[src/sv/gps_start_mem.sv]
`timescale 1ns / 1ps
// Group start offset table: synchronous memory with a registered read port.
// Per-entry valid bits make unwritten entries read as zero after reset.
module gps_start_mem #(
	parameter int DEPTH = 33,
	parameter int AW    = 6,
	parameter int DW    = 11
) (
	input  logic          clk,
	input  logic          arst_n,
	input  logic          re,
	input  logic [AW-1:0] raddr,
	output logic [DW-1:0] rdata,
	input  logic          we,
	input  logic [AW-1:0] waddr,
	input  logic [DW-1:0] wdata
);

	logic [DW-1:0]    mem [DEPTH];
	logic [DEPTH-1:0] vld_q;
	logic [DW-1:0]    rdata_s1;
	logic             rvld_s1;

	always_ff @(posedge clk) begin
		if (we) begin
			mem[waddr] <= wdata;
		end
		if (re) begin
			rdata_s1 <= mem[raddr];
		end
	end

	always_ff @(posedge clk or negedge arst_n) begin
		if (!arst_n) begin
			vld_q   <= '0;
			rvld_s1 <= 1'b0;
		end else begin
			if (we) begin
				vld_q[waddr] <= 1'b1;
			end
			if (re) begin
				rvld_s1 <= vld_q[raddr];
			end
		end
	end

	assign rdata = rvld_s1 ? rdata_s1 : '0;

endmodule

[config.mk]
export PLATFORM = sky130hd
export DESIGN_NAME = gps_start_mem
export DESIGN_NICKNAME = d
export VERILOG_FILES = /design/src/sv/gps_start_mem.sv
export SDC_FILE = /design/constraint.sdc
export NUM_CORES = 1
export LEC_CHECK = 0
export BUFFER_PORTS_ARGS = -buffer_cell sky130_fd_sc_hd__clkbuf_2
export CAP_MARGIN = 25
export CORE_MARGIN = 3
export CORE_UTILIZATION = 57
export DETAILED_ROUTE_END_ITERATION = 7
export HOLD_SLACK_MARGIN = 0.05
export PLACE_DENSITY = 0.82
export SLEW_MARGIN = 10
export SYNTH_ARGS = -nofsm -noshare
export SYNTH_HDL_FRONTEND = slang
export SYNTH_SLANG_ARGS = --single-unit
[constraint.sdc]
create_clock -name clk -period 2.4 [get_ports clk]
set_clock_uncertainty 0.1 [all_clocks]
set_input_delay 0.36 -clock clk [delete_from_list [all_inputs] [get_ports clk]]
set_output_delay 0.36 -clock clk [all_outputs]
set_load 0.005 [all_outputs]
=== Word level (Yosys, flattened, before mapping) ===
Memories as Yosys holds them, arrays and structs flattened. A register that Yosys moved wholly into a read port is not among the register bits.
Cells that the tools add are included.

* Flip-flop bits (word level): 34
* Bits in writable memories: 363
* Bits of input ports: 27
* Output and inout port bits: 11
* Word-level logic and storage cells: 15
* Memories: 1

* $lt $le $gt $ge: 3
* Mux-type cells: 7
* Bitwise logic cells: 1
* Reduce and logical (&&, ||, !) cells: 1

{| class="wikitable"
|+ Memory list
! memory !! depth !! bits a word !! read ports !! clocked after Yosys merged registers in !! wr ports !! line !! source
|-
| mem || 33 || 11 || 1 || 1 || 1 || 19 || <nowiki>logic [DW-1:0] mem [DEPTH];</nowiki>
|}

{| class="wikitable"
|+ Operator list
! kind !! count
|-
| $or 33x33->33 || 1
|-
| $lt 6x7->1 const B || 2
|-
| $mux 11 || 1
|-
| $bmux 1 s6 || 1
|-
| $demux 1 s6 || 1
|-
| $ge 6x1->1 const B || 1
|-
| $mux 1 || 4
|-
| $logic_and 1x1->1 || 1
|}

=== Longest topological paths before layout ===
Gate-level depths: netlist of run 1.

* Depth after elaboration: 5
* Depth in mapped cells: 8
* Depth with buffers taken out: 5

=== Least setup slack after synthesis of run 1 ===
OpenSTA, ideal clock, no wires.

* Path kind: input to register
* From: in raddr[0]
* To: reg rdata_s1[10] (read register of mem), data pin
* Arrival time: 1.597 ns
* Data required time: 2.027 ns
* Setup slack: 0.430 ns
* Stages: 5
* Buffers on the path: 1
* Cells stage by stage: buf_6 mux4_2 mux2_2 a221oi_2 a2111oi_2

{| class="wikitable"
|+ RTL lines
! item !! line !! source
|-
| start: declaration || 12 || <nowiki>input logic [AW-1:0] raddr,</nowiki>
|-
| end: declaration || 21 || <nowiki>logic [DW-1:0] rdata_s1;</nowiki>
|}

=== Worst setup path after layout of run 1 ===
* From: reg rvld_s1
* To: out rdata[6]

* Word-level cells in the longest chain between the ends: 1

{| class="wikitable"
|+ Ends and longest elaborated chain
! item !! line !! source
|-
| start: declaration || 22 || <nowiki>logic rvld_s1;</nowiki>
|-
| start signal: assignment || 42 || <nowiki>rvld_s1 <= vld_q[raddr];</nowiki>
|-
| $mux 11 || 47 || <nowiki>assign rdata = rvld_s1 ? rdata_s1 : '0;</nowiki>
|-
| end: declaration || 13 || <nowiki>output logic [DW-1:0] rdata,</nowiki>
|}

No other way between the ends.

==> flow_summary.ini, run 1 <==
[timing]
rsz0062_at_grt = false
period_needed_ns = 1.87
hold_viol = 0
worst_slack_ns = 0.528
max_slew.worst_pin.slew_ns = 0.942
fmax_mhz = 534
slew_headroom_pct = 37.2
setup-tns-final_ns = 0
timing.final.crit_share_pct = 78.0
setup-violations-final = 0
slew_viol_final = 0

[logic_synthesis]
synthesis.area_mm2 = 0.0162
yosysWarnings = 0
synth_edf_count = 374
ys_seq_area_share_pct = 74.4
postSynthCellCount = 887
syn_nets = 914
ys_ff_latch = 408
synth_area_leaders = edfxtp_1 (69%), mux2i_1 (8.6%), dfrtp_1 (5.2%)
synth.distinct_cells = 40
postSynthAreaPerCell_um2 = 18.3
synth_top_area_share_pct = 69.1
yosysTopAreaCell = edfxtp_1
synthFlopType = edfxtp_1
synth-async-reset-ratio_pct = 8.33

[floorplanning]
start_util_pct = 58.1
io_pins = 38
die_area_mm2 = 0.0306
die_w_um = 175
fp.coreArea_mm2 = 0.0279
die_h_um = 175
row_count = 61

[pwr]
clkPwrFrac_pct = 40.9
combPwrFrac_pct = 6.2
ir_worst_vdd_uv = 635
p_sw_mw = 3.19
power.density_mw_per_mm2 = 814
p_leak_nw = 6.72
seq_power_share_pct = 52.8
intPower_mw = 12.0
swShare_pct = 21.0
power.total_mw = 15.2

[critical_path]
slowest_stage = dfrtp_1
required_ns = 1.94
reg2reg_setup_slack_ns = 0.53
path_max_fanout = 12
critPathKind = reg -> out
r2r_end = rdata_s1[2]$_DFFE_PP_
r2r_cells = 4
cp_cell_sequence = and2_1 > clkbuf_2
r2r-start = mem[10][2]$_DFFE_PP_
cp_num_cells = 2
worst-path-buf-inv = 1
cp_slowest_stage_delay_ns = 0.55
worstSetupEndpoint = rdata[6]
critPathArrivalTime_ns = 1.41
cp-start-kind = flop
cpLargestDelayFamily = flip-flops
startpoint = rvld_s1$_DFFE_PN0P_
cp-end-kind = primary output

[route]
dr.pass1.iters = 5
ant_nets = 0
wl_per_cell_um = 26.4
via_per_inst = 6.24
vias = 8788
drc = 0
routed_wirelength_um = 37200
drt_iter0_drc = 1068

[cts]
numCtsBuffers = 40
cts.htree.levels = 2
cts_root_buf = clkbuf_16
clk_pin_slew_ns = 0.06
clk_latency_ns = 0.54
cts_max_path_buffers = 3
cts.sinks = 408
post_cts_buffers = 0
cts_tree = yes

[place]
pre_cts_ws_ns = 0.126
io_buffers = 37
dpl.hpwl_um = 23100
dpl-instance-area_mm2 = 0.0173
gp_congestion = 0.851

[run]
cap_violations = 0

[layout]
fill_cells = 1833
final_nets = 1026
final_area_mm2 = 0.0186
drive_gt1_share_pct = 26.8
layout-area-overhead-vs-synth_pct = 14.8
diodes = 0

[global_route]
grt_start_max_net_pins = 35
antenna_found_initial = 0
grt_usage_pct = 24.8
grt_pass1_wl_um = 56200
grt_pass1_vias = 8945
grt_overflow_total = 0

[run_status]
status = finished, final reports clean

[hold_path]
min_path_type = in -> reg
## cells by family after synthesis
family / after synthesis / share of synthesized area (%)
flip-flops: 408 / 74.4
multiplexers: 178 / 13.1
AO/OA/AOI/OAI: 127 / 6.27
AND/OR/NAND/NOR: 115 / 3.82
buffers and inverters: 59 / 2.39
## worst min path at each step
stage | start | slack (ns) | endpoint | cells past startpoint
after floorplan | arst_n | -0.04 | rvld_s1$_DFFE_PN0P_ | 0
after global placement | vld_q[29]$_DFFE_PN0P_ | 0.35 | vld_q[29]$_DFFE_PN0P_ | 1
after detailed placement | vld_q[7]$_DFFE_PN0P_ | 0.35 | vld_q[7]$_DFFE_PN0P_ | 1
after CTS | raddr[4] | 0.11 | rvld_s1$_DFFE_PN0P_ | 3
after global routing | raddr[4] | 0.14 | rvld_s1$_DFFE_PN0P_ | 3
final | raddr[4] | 0.13 | rvld_s1$_DFFE_PN0P_ | 3
## cell usage after synthesis (6+ instances only)
| master | count |
|---|---|
| a2111oi_2 | 9 |
| a21oi_1 | 39 |
| a221oi_2 | 9 |
| a22o_1 | 13 |
| a22oi_1 | 40 |
| and2_1 | 13 |
| buf_2 | 9 |
| buf_4 | 10 |
| buf_6 | 12 |
| clkbuf_1 | 13 |
| dfrtp_1 | 34 |
| edfxtp_1 | 374 |
| inv_1 | 11 |
| mux2_2 | 11 |
| mux2i_1 | 140 |
| mux4_2 | 27 |
| nand2_1 | 7 |
| nand3b_1 | 6 |
| nor2_1 | 37 |
| or2_2 | 34 |
## tightest hold or removal path, delay by kind of cell
family | cells | cell delay (ns)
AO/OA/AOI/OAI | 2 | 0.23
buffers and inverters | 1 | 0.14
## layer usage
metal | global-route usage, % | part of all wire [%] | vias up
met5 | 0 | 0 | -
met4 | 7.68 | 2.6 | 0
met3 | 5.35 | 11 | 79
met2 | 39.0 | 48 | 478
met1 | 35.3 | 39 | 4461
li1 | - | - | 3770
## placed cells by master, fill, tap and decap left out, drive strengths merged, types with 2 or more instances in the layout
| master | Yosys | routed |
|---|---|---|
| buf | 35 | 80 |
| nand3 | 4 | 4 |
| a22oi | 40 | 40 |
| or3b | 2 | 2 |
| nor2 | 38 | 38 |
| clkinvlp | 0 | 3 |
| a22o | 13 | 13 |
| o22ai | 2 | 2 |
| nand2 | 7 | 7 |
| mux4 | 27 | 27 |
| mux2 | 11 | 11 |
| mux2i | 140 | 140 |
| a221oi | 13 | 13 |
| clkinv | 0 | 12 |
| nand3b | 6 | 6 |
| bufinv | 0 | 3 |
| nor2b | 4 | 4 |
| and2 | 13 | 13 |
| or2 | 34 | 34 |
| a21oi | 39 | 39 |
| a21o | 2 | 2 |
| o311ai | 3 | 3 |
| edfxtp | 374 | 374 |
| a2111oi | 9 | 9 |
| clkbuf | 13 | 91 |
| a211oi | 3 | 3 |
| or3 | 2 | 2 |
| inv | 11 | 13 |
| nor3 | 2 | 2 |
| dfrtp | 34 | 34 |
## power groups by stage
stage / registers, mW / logic (mW) / clock network, mW
after global placement: 8.15 / 0.902 / 0
final: 8.02 / 0.943 / 6.21
after detailed placement: 8.16 / 0.933 / 0
after floorplan: 8.12 / 0.583 / 0
after CTS: 8.01 / 0.943 / 6.26
after global routing: 8.03 / 1.01 / 6.56
## stage by stage
stage	instances	hold slack (ns)	util, %
finish	1409	0.135	66.7
global route	1409	0.141	66.7
CTS	1409	0.111	66.7
detailed placement	1334	0.348	62.0
global placement	1334	0.347	62.0
floorplan	887	-0.0356	-
## final cells by class
class	count	area (um^2)	share of cell area, %
clock inverter	20	198	1.06
multi-input combinational	420	3780	20.3
tap	378	473	2.54
inverter	11	41.3	0.222
clock buffer	54	1120	6.04
timing repair buffer	118	942	5.06
sequential	408	12100	64.8
## flip-flops by register name (all words and copies together) (netlist names)
name / cells
mem: 363
rdata_s1: 11
rvld_s1: 1
vld_q: 33
## what timing repair did
item | 4_1_cts | 5_1_grt
resized for setup | 0 | 0
endpoints found under the hold margin | 34 | 0
hold buffers | 1 | 0
Note: power is estimated with default switching activity, not from simulation.
==> run 2, diff against run 1 <==
==> constraint.sdc (replaced) <==
create_clock -name clk -period 1.9 [get_ports clk]
set_clock_uncertainty 0.1 [all_clocks]
set_input_delay 0.285 -clock clk [delete_from_list [all_inputs] [get_ports clk]]
set_output_delay 0.285 -clock clk [all_outputs]
set_load 0.005 [all_outputs]
==> flow_summary.ini, run 2 (synthesis gave the netlist of run 1 again) <==
[timing]
slew_headroom_pct = 48.2
setup-tns-final_ns = 0
hold_viol = 0
period_needed_ns = 1.89
max_slew.worst_pin.slew_ns = 0.778
setup-violations-final = 0
rsz0062_at_grt = true
holdWs_ns = 0.159
slew_viol_final = 0
fmax_mhz = 529
timing.final.crit_share_pct = 99.5
worst_slack_ns = 0.0102

[cts]
post_cts_buffers = 0
clk_pin_slew_ns = 0.06
numCtsBuffers = 40
clk_latency_ns = 0.54
cts.htree.levels = 2
cts_root_buf = clkbuf_16
cts_max_path_buffers = 3
cts_tree = yes
cts.sinks = 408

[place]
io_buffers = 37
dpl.hpwl_um = 24800
placedCellCount = 1380
dpl-instance-area_mm2 = 0.0179
gp_congestion = 0.867
pre_cts_ws_ns = -0.311

[layout]
largest_reg_flops = 363
diodes = 0
multiInputGateArea_mm2 = 0.00380
reg.largest.list = mem x363, vld_q x33, rdata_s1 x11
stdcell_count = 1456
final_util_pct = 68.9
final_cell_mix = edfxtp_1 (374), mux2i_1 (140), buf_4 (97)
layout-area-overhead-vs-synth_pct = 18.5
fill_cells = 1761
mostFrequentLayoutCell = edfxtp_1
largest_register = mem
final_area_mm2 = 0.0192
ff_latch_area_mm2 = 0.0121
final_nets = 1073
drive_gt1_share_pct = 29.6

[floorplanning]
start_util_pct = 58.1
die_area_mm2 = 0.0306
die_h_um = 175
row_count = 61
die_w_um = 175
fp.coreArea_mm2 = 0.0279
io_pins = 38

[route]
dr.pass1.iters = 6
drc = 0
routed_wirelength_um = 39100
via_per_inst = 6.27
wl_per_cell_um = 26.9
vias = 9135
drt_iter0_drc = 1021
ant_nets = 0

[global_route]
antenna_found_initial = 0
grt_usage_pct = 25.8
grt_overflow_total = 0
grt_pass1_wl_um = 58100
grt_start_max_net_pins = 34
grt_pass1_vias = 9159

[pwr]
power.density_mw_per_mm2 = 1010
power.total_mw = 19.4
p_leak_nw = 7.04
ir_worst_vdd_uv = 976

[critical_path]
cp-start-kind = flop
path_max_fanout = 1
cp_slowest_stage_delay_ns = 0.50
reg2reg_setup_slack_ns = 0.01
required_ns = 2.07
cp_cell_sequence = mux4_2 > mux2_4 > a221oi_4 > a2111oi_2
critPathKind = reg -> reg
critPathArrivalTime_ns = 2.06
slowest_stage = mux4_2
cp-end-kind = flop

[run]
cap_violations = 0

[run_status]
status = finished, final reports clean

[hold_path]
min_path_type = in -> async
[run 2: cell count changes in the layout (fill, tap and decap cells not counted), sizes merged]
cell,before,now
dlygate4sd3,1,2
buf,80,126
clkbuf,91,95
clkinvlp,3,0
clkinv,12,11
[run 2: cell type report]
cell class              count  share of cell area, %
clock inverters            16                  0.806
inverters                  11                  0.214
well taps                 378                   2.46
multi-input cells         420                   19.7
flip-flops and latches    408                   62.8
clock buffers              58                   6.13
repair buffers            165                   7.91
[run 2: path summary, 6_finish.rpt]
path,startpoint,to,depth (start not counted)
setup / recovery,mem[8][5]$_DFFE_PP_,rdata_s1[5]$_DFFE_PP_,4
hold / removal,arst_n,vld_q[30]$_DFFE_PN0P_,2
setup reg to reg,mem[8][5]$_DFFE_PP_,rdata_s1[5]$_DFFE_PP_,4
hold reg to reg,vld_q[15]$_DFFE_PN0P_,vld_q[15]$_DFFE_PN0P_,1
max in group asynchronous,arst_n,vld_q[2]$_DFFE_PN0P_,3
min in group clk,wdata[4],mem[30][4]$_DFFE_PP_,2
[run 2: power breakdown]
group          switching (mW)  internal, mW
Clock                    3.20          4.72
Sequential              0.110          10.0
Combinational           0.718         0.597
[run 2: metal layers]
layer  GRT usage, %  share of wire [%]  vias up
met5              0                  0        -
met4           6.78                2.6        0
met3           5.58                 10       70
met2           41.4                 48      518
met1           36.6                 39     4691
li1               -                  -     3856
[run 2: timing repair]
item	CTS	global route
setup endpoints to repair	1	7
hold endpoints to repair	28	0
gates resized for setup	0	3
hold buffers	2	0
pin swaps	1	6
[run 2: worst max-delay path: cells and delay by family (launching register included)]
kind,cells,cell delay (ns)
AO/OA/AOI/OAI,2,0.33
multiplexers,2,0.80
flip-flops,1,0.39
